## src/rtl/lwtc_pkg.sv

```systemverilog
package lwtc_pkg;

  // defaults for the top-level parameters
  localparam int CACHE_SLOTS_DEF     = 16;
  localparam int BLOCK_WORD_BITS_DEF = 64;

  // fixed field widths
  localparam int CFG_W  = 5;
  localparam int TAG_W  = 32;
  localparam int AGE_W  = 32;
  localparam int CNT_W  = 32;
  localparam int SLOT_W = 4;

  localparam logic [CFG_W-1:0] SLOTS_IN_USE_RST = 5'd16;

  // opcodes
  localparam logic OP_READ  = 1'b0;
  localparam logic OP_WRITE = 1'b1;

  typedef enum logic [2:0] {
    ST_IDLE,
    ST_SCAN,
    ST_CHECK,
    ST_RESOLVE,
    ST_DONE
  } lwtc_state_e;

  // scan outcome flags
  typedef struct packed {
    logic hit;
    logic empty;
  } scan_flags_t;

endpackage

```

## src/rtl/lwtc_scan.sv

```systemverilog
module lwtc_scan
  import lwtc_pkg::*;
#(
  parameter int IDX_W = 4
) (
  input  logic             clk_i,
  input  logic             rst_ni,
  input  logic             start_i,
  input  logic             cmp_vld_i,
  input  logic [IDX_W-1:0] cmp_idx_i,
  input  logic             slot_valid_i,
  input  logic [TAG_W-1:0] slot_tag_i,
  input  logic [AGE_W-1:0] slot_age_i,
  input  logic [TAG_W-1:0] key_tag_i,
  output scan_flags_t      flags_o,
  output logic [IDX_W-1:0] hit_idx_o,
  output logic [IDX_W-1:0] free_idx_o,
  output logic [IDX_W-1:0] lru_idx_o
);

  scan_flags_t      flags_q, flags_d;
  logic             best_set_q, best_set_d;
  logic [AGE_W-1:0] best_age_q, best_age_d;
  logic [IDX_W-1:0] hit_idx_q, hit_idx_d;
  logic [IDX_W-1:0] free_idx_q, free_idx_d;
  logic [IDX_W-1:0] best_idx_q, best_idx_d;

  // one slot per cycle: tag match, first empty, oldest age
  always_comb begin
    flags_d    = flags_q;
    best_set_d = best_set_q;
    best_age_d = best_age_q;
    hit_idx_d  = hit_idx_q;
    free_idx_d = free_idx_q;
    best_idx_d = best_idx_q;
    if (start_i) begin
      flags_d    = '0;
      best_set_d = 1'b0;
    end else if (cmp_vld_i) begin
      if (slot_valid_i) begin
        if (!flags_q.hit && slot_tag_i == key_tag_i) begin
          flags_d.hit = 1'b1;
          hit_idx_d   = cmp_idx_i;
        end
        // strict less keeps the lowest index on a tie
        if (!best_set_q || slot_age_i < best_age_q) begin
          best_set_d = 1'b1;
          best_age_d = slot_age_i;
          best_idx_d = cmp_idx_i;
        end
      end else if (!flags_q.empty) begin
        flags_d.empty = 1'b1;
        free_idx_d    = cmp_idx_i;
      end
    end
  end

  always_ff @(posedge clk_i or negedge rst_ni) begin
    if (!rst_ni) begin
      flags_q    <= '0;
      best_set_q <= 1'b0;
    end else begin
      flags_q    <= flags_d;
      best_set_q <= best_set_d;
    end
  end

  always_ff @(posedge clk_i) begin
    best_age_q <= best_age_d;
    hit_idx_q  <= hit_idx_d;
    free_idx_q <= free_idx_d;
    best_idx_q <= best_idx_d;
  end

  assign flags_o    = flags_q;
  assign hit_idx_o  = hit_idx_q;
  assign free_idx_o = free_idx_q;
  assign lru_idx_o  = best_idx_q;

endmodule

```

## src/rtl/lru_write_through_cache_core.sv

```systemverilog
// fully associative write-through cache, lru replacement, one slot compared per cycle
// one access at a time: the input stalls from the accepted beat until the result is loaded
// into the output register, and a stalled result side holds that load back
// the single tag/age compare unit walks the slots in turn for every access
// reset: valid bits, hit/miss counters and the access total clear at once, slot count
// returns to 16; tag, age and data memories are not cleared and need no clearing pass
module lru_write_through_cache_core
  import lwtc_pkg::*;
#(
  parameter int CACHE_SLOTS     = CACHE_SLOTS_DEF,
  parameter int BLOCK_WORD_BITS = BLOCK_WORD_BITS_DEF
) (
  input  logic                       clk_i,
  input  logic                       rst_ni,
  // slot count register write
  input  logic                       cfg_valid_i,
  output logic                       cfg_ready_o,
  input  logic [CFG_W-1:0]           cfg_data_i,
  // access beat
  input  logic                       in_valid_i,
  output logic                       in_stall_o,
  input  logic                       opcode_i,
  input  logic [TAG_W-1:0]           block_number_i,
  input  logic [BLOCK_WORD_BITS-1:0] write_data_i,
  input  logic [BLOCK_WORD_BITS-1:0] lower_data_i,
  // result beat
  output logic                       out_valid_o,
  input  logic                       out_stall_i,
  output logic                       hit_o,
  output logic [SLOT_W-1:0]          slot_o,
  output logic [BLOCK_WORD_BITS-1:0] read_data_o,
  output logic                       lower_read_o,
  output logic                       lower_write_o,
  output logic [CNT_W-1:0]           read_hit_count_o,
  output logic [CNT_W-1:0]           read_miss_count_o,
  output logic [CNT_W-1:0]           write_hit_count_o,
  output logic [CNT_W-1:0]           write_miss_count_o
);

  localparam int IDX_W = (CACHE_SLOTS > 1) ? $clog2(CACHE_SLOTS) : 1;
  localparam int NUM_W = $clog2(CACHE_SLOTS + 1);
  localparam int LIM_W = (NUM_W > CFG_W) ? NUM_W : CFG_W;

  lwtc_state_e state_q, state_d;

  // config register and effective slot count
  logic [CFG_W-1:0] slots_q;
  logic [LIM_W-1:0] cfg_ext;
  logic [LIM_W-1:0] active;
  logic [IDX_W-1:0] last_idx;

  // latched access
  logic                       op_q;
  logic [TAG_W-1:0]           tag_q;
  logic [BLOCK_WORD_BITS-1:0] wdata_q;
  logic [BLOCK_WORD_BITS-1:0] ldata_q;

  // slot storage
  logic [CACHE_SLOTS-1:0]     slot_valid_q;
  logic [TAG_W-1:0]           tag_mem [CACHE_SLOTS];
  logic [AGE_W-1:0]           age_mem [CACHE_SLOTS];
  logic [BLOCK_WORD_BITS-1:0] data_mem [CACHE_SLOTS];
  logic [TAG_W-1:0]           tag_rd_q;
  logic [AGE_W-1:0]           age_rd_q;
  logic [BLOCK_WORD_BITS-1:0] data_rd_q;

  // scan control
  logic [IDX_W-1:0] scan_idx_q, scan_idx_d;
  logic [IDX_W-1:0] cmp_idx_q;
  logic             cmp_vld_q;

  scan_flags_t      flags;
  logic [IDX_W-1:0] hit_idx;
  logic [IDX_W-1:0] free_idx;
  logic [IDX_W-1:0] lru_idx;

  // resolved access
  logic [IDX_W-1:0] res_idx;
  logic [IDX_W-1:0] res_idx_q;
  logic             res_hit_q;
  logic             fill;

  // counters; the access total equals the wrapped sum of the four
  logic [CNT_W-1:0] rh_cnt_q, rm_cnt_q, wh_cnt_q, wm_cnt_q;
  logic [AGE_W-1:0] total_q;
  logic [AGE_W-1:0] total_inc;

  logic in_beat;
  logic load_out;
  logic out_valid_q;

  assign cfg_ready_o = 1'b1;

  // zero acts as one, anything above the slot count as the slot count
  assign cfg_ext = LIM_W'(slots_q);
  always_comb begin
    if (cfg_ext == '0) begin
      active = LIM_W'(1);
    end else if (cfg_ext > LIM_W'(CACHE_SLOTS)) begin
      active = LIM_W'(CACHE_SLOTS);
    end else begin
      active = cfg_ext;
    end
  end
  assign last_idx = IDX_W'(active - LIM_W'(1));

  assign in_stall_o = (state_q != ST_IDLE);
  assign in_beat    = in_valid_i && !in_stall_o;

  // sequencer
  always_comb begin
    state_d    = state_q;
    scan_idx_d = scan_idx_q;
    load_out   = 1'b0;
    unique case (state_q)
      ST_IDLE: begin
        if (in_beat) begin
          state_d    = ST_SCAN;
          scan_idx_d = '0;
        end
      end
      ST_SCAN: begin
        // one slot address issued per cycle
        if (scan_idx_q == last_idx) begin
          state_d = ST_CHECK;
        end else begin
          scan_idx_d = scan_idx_q + IDX_W'(1);
        end
      end
      ST_CHECK: begin
        // last slot compared this cycle
        state_d = ST_RESOLVE;
      end
      ST_RESOLVE: begin
        state_d = ST_DONE;
      end
      ST_DONE: begin
        // wait for the output register to free up
        if (!(out_valid_q && out_stall_i)) begin
          load_out = 1'b1;
          state_d  = ST_IDLE;
        end
      end
      default: begin
        state_d = ST_IDLE;
      end
    endcase
  end

  always_ff @(posedge clk_i or negedge rst_ni) begin
    if (!rst_ni) begin
      state_q    <= ST_IDLE;
      scan_idx_q <= '0;
      cmp_vld_q  <= 1'b0;
      slots_q    <= SLOTS_IN_USE_RST;
    end else begin
      state_q    <= state_d;
      scan_idx_q <= scan_idx_d;
      cmp_vld_q  <= (state_q == ST_SCAN);
      if (cfg_valid_i && cfg_ready_o) begin
        slots_q <= cfg_data_i;
      end
    end
  end

  always_ff @(posedge clk_i) begin
    if (in_beat) begin
      op_q    <= opcode_i;
      tag_q   <= block_number_i;
      wdata_q <= write_data_i;
      ldata_q <= lower_data_i;
    end
  end

  // tag and age read for the slot under scan
  always_ff @(posedge clk_i) begin
    tag_rd_q  <= tag_mem[scan_idx_q];
    age_rd_q  <= age_mem[scan_idx_q];
    cmp_idx_q <= scan_idx_q;
  end

  lwtc_scan #(
    .IDX_W(IDX_W)
  ) u_scan (
    .clk_i       (clk_i),
    .rst_ni      (rst_ni),
    .start_i     (in_beat),
    .cmp_vld_i   (cmp_vld_q),
    .cmp_idx_i   (cmp_idx_q),
    .slot_valid_i(slot_valid_q[cmp_idx_q]),
    .slot_tag_i  (tag_rd_q),
    .slot_age_i  (age_rd_q),
    .key_tag_i   (tag_q),
    .flags_o     (flags),
    .hit_idx_o   (hit_idx),
    .free_idx_o  (free_idx),
    .lru_idx_o   (lru_idx)
  );

  // hit slot, else first empty slot, else the oldest one
  always_comb begin
    if (flags.hit) begin
      res_idx = hit_idx;
    end else if (flags.empty) begin
      res_idx = free_idx;
    end else begin
      res_idx = lru_idx;
    end
  end

  assign fill      = !flags.hit || (op_q == OP_WRITE);
  assign total_inc = total_q + AGE_W'(1);

  // slot update and counting
  always_ff @(posedge clk_i or negedge rst_ni) begin
    if (!rst_ni) begin
      slot_valid_q <= '0;
      rh_cnt_q     <= '0;
      rm_cnt_q     <= '0;
      wh_cnt_q     <= '0;
      wm_cnt_q     <= '0;
      total_q      <= '0;
    end else if (state_q == ST_RESOLVE) begin
      slot_valid_q[res_idx] <= 1'b1;
      total_q               <= total_inc;
      if (op_q == OP_WRITE) begin
        if (flags.hit) begin
          wh_cnt_q <= wh_cnt_q + CNT_W'(1);
        end else begin
          wm_cnt_q <= wm_cnt_q + CNT_W'(1);
        end
      end else begin
        if (flags.hit) begin
          rh_cnt_q <= rh_cnt_q + CNT_W'(1);
        end else begin
          rm_cnt_q <= rm_cnt_q + CNT_W'(1);
        end
      end
    end
  end

  always_ff @(posedge clk_i) begin
    if (state_q == ST_RESOLVE) begin
      res_idx_q         <= res_idx;
      res_hit_q         <= flags.hit;
      age_mem[res_idx]  <= total_inc;
      if (!flags.hit) begin
        tag_mem[res_idx] <= tag_q;
      end
      if (fill) begin
        data_mem[res_idx] <= (op_q == OP_WRITE) ? wdata_q : ldata_q;
      end else begin
        // read hit fetches the cached word
        data_rd_q <= data_mem[res_idx];
      end
    end
  end

  // result register
  always_ff @(posedge clk_i or negedge rst_ni) begin
    if (!rst_ni) begin
      out_valid_q <= 1'b0;
    end else begin
      out_valid_q <= load_out || (out_valid_q && out_stall_i);
    end
  end

  always_ff @(posedge clk_i) begin
    if (load_out) begin
      hit_o              <= res_hit_q;
      slot_o             <= SLOT_W'(res_idx_q);
      lower_read_o       <= (op_q == OP_READ) && !res_hit_q;
      lower_write_o      <= (op_q == OP_WRITE);
      read_hit_count_o   <= rh_cnt_q;
      read_miss_count_o  <= rm_cnt_q;
      write_hit_count_o  <= wh_cnt_q;
      write_miss_count_o <= wm_cnt_q;
      if (op_q == OP_WRITE) begin
        read_data_o <= '0;
      end else if (res_hit_q) begin
        read_data_o <= data_rd_q;
      end else begin
        read_data_o <= ldata_q;
      end
    end
  end

  assign out_valid_o = out_valid_q;

`ifndef SYNTHESIS
  // a result only appears out of the final sequencer step
  assert property (@(posedge clk_i) disable iff (!rst_ni)
    $rose(out_valid_o) |-> $past(state_q == ST_DONE))
    else $error("result raised outside the done step");

  // an accepted beat always starts a scan
  assert property (@(posedge clk_i) disable iff (!rst_ni)
    in_beat |=> (state_q == ST_SCAN))
    else $error("accepted beat did not start a scan");

  // a tag match is only ever taken from a valid slot
  assert property (@(posedge clk_i) disable iff (!rst_ni)
    (state_q == ST_RESOLVE && flags.hit) |-> slot_valid_q[hit_idx])
    else $error("hit reported on an empty slot");

  // access total tracks the sum of the four counters
  assert property (@(posedge clk_i) disable iff (!rst_ni)
    total_q == AGE_W'(rh_cnt_q + rm_cnt_q + wh_cnt_q + wm_cnt_q))
    else $error("access total out of step with counters");
`endif

endmodule

```

## config.mk

```make
export PLATFORM = sky130hd
export DESIGN_NAME = lru_write_through_cache_core
export DESIGN_NICKNAME = d
export VERILOG_FILES = /design/src/rtl/lwtc_pkg.sv /design/src/rtl/lwtc_scan.sv /design/src/rtl/lru_write_through_cache_core.sv
export SDC_FILE = /design/constraint.sdc
export NUM_CORES = 2
export LEC_CHECK = 0
export ABC_AREA = 1
export BUFFER_PORTS_ARGS = -buffer_cell sky130_fd_sc_hd__buf_4
export CORE_ASPECT_RATIO = 2
export CORE_MARGIN = 5
export CORE_UTILIZATION = 45
export CTS_CLUSTER_DIAMETER = 60
export DETAILED_ROUTE_END_ITERATION = 16
export PLACE_DENSITY = 0.64
export SKIP_CTS_REPAIR_TIMING = 1
export SYNTH_ARGS = -nofsm -noshare
export SYNTH_HDL_FRONTEND = slang
export SYNTH_SLANG_ARGS = --single-unit
```

## constraint.sdc

```tcl
create_clock -name clk_i -period 22 [get_ports clk_i]
set_input_delay 3.3 -clock clk_i [delete_from_list [all_inputs] [get_ports clk_i]]
set_output_delay 3.3 -clock clk_i [all_outputs]
set_load 0.01 [all_outputs]
```

==> results.sh <==
export IMPL_totalWireLength_um=263000
export IMPL_distinct_cells_synth=49
export IMPL_critical_path_arrival_ps=6250
export IMPL_rsz0062_at_grt="false"
export IMPL_drt_iter0_markers=5740
export IMPL_grt_overflow_total=0
export IMPL_largest_net_degree_at_the_start_of_global_routing=224
export IMPL_hp_class="flop to flop"
export IMPL_postSynth_asyncResetShare=0.0694
export IMPL_critical_path_rt_ps=22460
export IMPL_port_buffer_count=371
export IMPL_clock_fmax_ghz=0.173
export IMPL_cts_max_level=4
export IMPL_syn_instance_count=7829
export IMPL_synth_seq_area_share=0.767
export IMPL_synthesis_yosys_warnings=0
export IMPL_synthesis_area_um2=107000
export IMPL_cts_buffers=239
export IMPL_gp_congestion=0.823
export IMPL_criticalPathCategory="flop to flop"
export IMPL_synth_flop_cell="sky130_fd_sc_hd__edfxtp_1"
export IMPL_die_w_um=354
export IMPL_drtPass1Iterations=5
export IMPL_synth_top_cell_area_share=0.709
export IMPL_timing_max_cap_violations=0
export IMPL_worst_path_largest_cell_delay_ps=870
export IMPL_cts_root_buf="sky130_fd_sc_hd__clkbuf_16"
export IMPL_cpMaxStageDelayCell="sky130_fd_sc_hd__buf_4"
export IMPL_end_kind="flop"
export IMPL_synthesis_nets=8038
export IMPL_die_area_um2=248000
export IMPL_finalMaxSlewViolations=0
export IMPL_ys_seq_elements=2782
export IMPL_total_power_mw=13.7
export IMPL_timing_hold_ws_ps=415
export IMPL_clock_insertion_delay_worst_skew_ps=890
export IMPL_design_core_area_um2=237000
export IMPL_avgRoutedWirePerCell_um=23.0
export IMPL_clk_pin_slew_worst_paths_ps=70
export IMPL_finalCritPeriodShare=0.263
export IMPL_p_leak_nw=41.7
export IMPL_final_layout_size_suffix_gt1_frac=0.114
export IMPL_post_drt_antenna_nets=0
export IMPL_grt_pass1_vias=61909
export IMPL_fp_row_count=253
export IMPL_setup_viol=0
export IMPL_slew_headroom=0.181
export IMPL_power_density_cell_area_nw_per_um2=113
export IMPL_number_of_enable_type_register_cells_in_the_synthesized_netlist=2521
export IMPL_clock_skew_final_ps=67.8
export IMPL_floorplan_die_height_um=699
export IMPL_report_final_hold_viol_count=0
export IMPL_cpMostUsedCell="sky130_fd_sc_hd__nor2_4"
export IMPL_final_nets=8390
export IMPL_vias=63330
export IMPL_drt_vias_per_instance=5.53
export IMPL_dpl_hpwl_um=144000
export IMPL_syn_mean_instance_area_um2=13.6
export IMPL_tritoncts="yes"
export IMPL_setup_total_negative_slack_ps=0
export IMPL_critical_path_startpoint_type="flop"
export IMPL_cts_buffer_depth=4
export IMPL_critical_path_max_fanout=48
export IMPL_ioPinCount=373
export IMPL_antenna_found_initial=11
export IMPL_worstMarginPinSlew_ps=1230
export IMPL_synth_area_leader_cell="sky130_fd_sc_hd__edfxtp_1"
export IMPL_area_growth_synth_to_final_pct=13.6
export IMPL_remaining_drc_errors=0
export IMPL_status="finished clean"
export IMPL_ys_top_cells_by_area="sky130_fd_sc_hd__edfxtp_1 (71%), sky130_fd_sc_hd__nand2_1 (6.8%), sky130_fd_sc_hd__dfrtp_1 (4.5%), sky130_fd_sc_hd__nor2_1 (2.4%), sky130_fd_sc_hd__nand4_1 (2.1%)"
export IMPL_floorplan_initialDensity=0.451
export IMPL_critical_path_n_buffers_inverters=5
export IMPL_min_period_ps=5790
export IMPL_clock_net_sink_count=2782
export IMPL_ir_worst_vdd_mv=0.113
export IMPL_grt_pass1_wl_um=393000
export IMPL_cpLargestDelayFamily="buffers and inverters"
export IMPL_cp_cell_sequence="inv_2 -> o21ai_1 -> inv_1 -> nor2_4 -> nand2_1 -> nor2_4 -> buf_4 -> inv_1 -> nor2_4 -> buf_4"
export IMPL_grt_use_total=0.207
==> logic make-up after synthesis <==
group,Yosys count,synth area share
multiplexers,197,0.0185
AND/OR/NAND/NOR,3278,0.128
adder cells (fa/ha/maj),38,0.00445
other,1,0.0000351
AO/OA/AOI/OAI,748,0.0454
flip-flops,2782,0.767
buffers and inverters,619,0.0231
XOR/XNOR,166,0.0136
==> synthesized netlist by cell type (all sizes together), types with 2 or more instances <==
cell and instances:
xnor2 41, a21oi 20, o22ai 16, nand4 362, dfrtp 192, nand3b 2
dfxtp 68, o221ai 197, o2111ai 3, nand3 150, nor3b 4, nor3 103
o21ai 403, nor2 682, buf 139, ha 38, xor2 125, edfxtp 2521
o32ai 49, nand2 1945, and3 2, clkinv 4, mux2i 197, inv 231
or2 17, clkbuf 245, o211ai 55, nor4 9
==> worst paths after layout <==
check                                       start                   end  slack, ps  cells after the start
min in group asynchronous                  rst_ni          rh_cnt_q[31]       2450                      1
worst max-delay path            u_scan.flags_o[1]      data_mem[12][33]      16210                     10
worst max register to register  u_scan.flags_o[1]      data_mem[12][33]      16210                     10
worst min-delay path                  age_rd_q[0]  u_scan.best_age_q[0]        420                      0
max in group asynchronous                  rst_ni          wh_cnt_q[18]      18090                      2
worst min register to register        age_rd_q[0]  u_scan.best_age_q[0]        420                      0
==> final cells by class <==
type / instances / area, µm²
Antenna cell: 4 / 10.0
Fill cell: 19688 / 115000
Timing Repair Buffer: 495 / 3770
Tap cell: 3060 / 3830
Multi-Input combinational cell: 4428 / 22800
Inverter: 235 / 917
Clock inverter: 158 / 1820
Clock buffer: 280 / 6270
Sequential cell: 2782 / 81900
==> through the flow <==
step	area (µm²)	util	setup slack (ps)	std cells
floorplan	107000	-	8520	7829
global placement	113000	0.478	16000	11000
detailed placement	113000	0.478	15960	11000
CTS	121000	0.512	16140	11438
global route	121000	0.512	15850	11440
finish	121000	0.513	16210	11442
==> state kept, by name, summed over array words and instances, names as in the netlist, 64 cells and up <==
signal / count
data_mem: 1024
read_data_o: 64
age_mem: 512
wdata_q: 64
tag_mem: 512
data_rd_q: 64
ldata_q: 64
==> report_power, final <==
part           internal [mW]  total, mW  leakage (nW)  switching, mW
logic                  0.786       2.82          11.9           2.03
clock network           2.49       4.38          3.93           1.89
registers               6.31       6.48          25.8          0.172
total                   9.58       13.7          41.7           4.09
==> routing by layer <==
layer	part of all wire	wire [µm]	GRT usage
met5	0.000049	13	0
met4	0.027	7000	0.0555
met3	0.078	20400	0.0385
met2	0.48	126000	0.339
met1	0.42	110000	0.288
==> worst register-to-register path, stage by stage (launching register included) <==
cell,delay [ps]
sky130_fd_sc_hd__dfrtp_1,840
sky130_fd_sc_hd__inv_2,260
sky130_fd_sc_hd__o21ai_1,370
sky130_fd_sc_hd__inv_1,190
sky130_fd_sc_hd__nor2_4,720
sky130_fd_sc_hd__nand2_1,460
sky130_fd_sc_hd__nor2_4,170
sky130_fd_sc_hd__buf_4,560
sky130_fd_sc_hd__inv_1,250
sky130_fd_sc_hd__nor2_4,630
sky130_fd_sc_hd__buf_4,880
==> layout by cell type (no fill, tap or decap), types with 44 or more instances in the layout <==
master / n
sky130_fd_sc_hd__xor2_1: 124
sky130_fd_sc_hd__o32ai_1: 49
sky130_fd_sc_hd__nand3_1: 149
sky130_fd_sc_hd__o221ai_1: 197
sky130_fd_sc_hd__inv_1: 219
sky130_fd_sc_hd__o21ai_0: 400
sky130_fd_sc_hd__edfxtp_1: 2521
sky130_fd_sc_hd__buf_4: 490
sky130_fd_sc_hd__nand2_1: 1943
sky130_fd_sc_hd__nand4_1: 362
sky130_fd_sc_hd__nor2_1: 638
sky130_fd_sc_hd__clkinv_2: 45
sky130_fd_sc_hd__nor3_1: 88
sky130_fd_sc_hd__dfxtp_1: 68
sky130_fd_sc_hd__nor2_4: 44
sky130_fd_sc_hd__o211ai_1: 55
sky130_fd_sc_hd__dfrtp_1: 188
sky130_fd_sc_hd__mux2i_1: 197
sky130_fd_sc_hd__clkbuf_16: 244
Note: power is estimated with default switching activity, not from simulation.
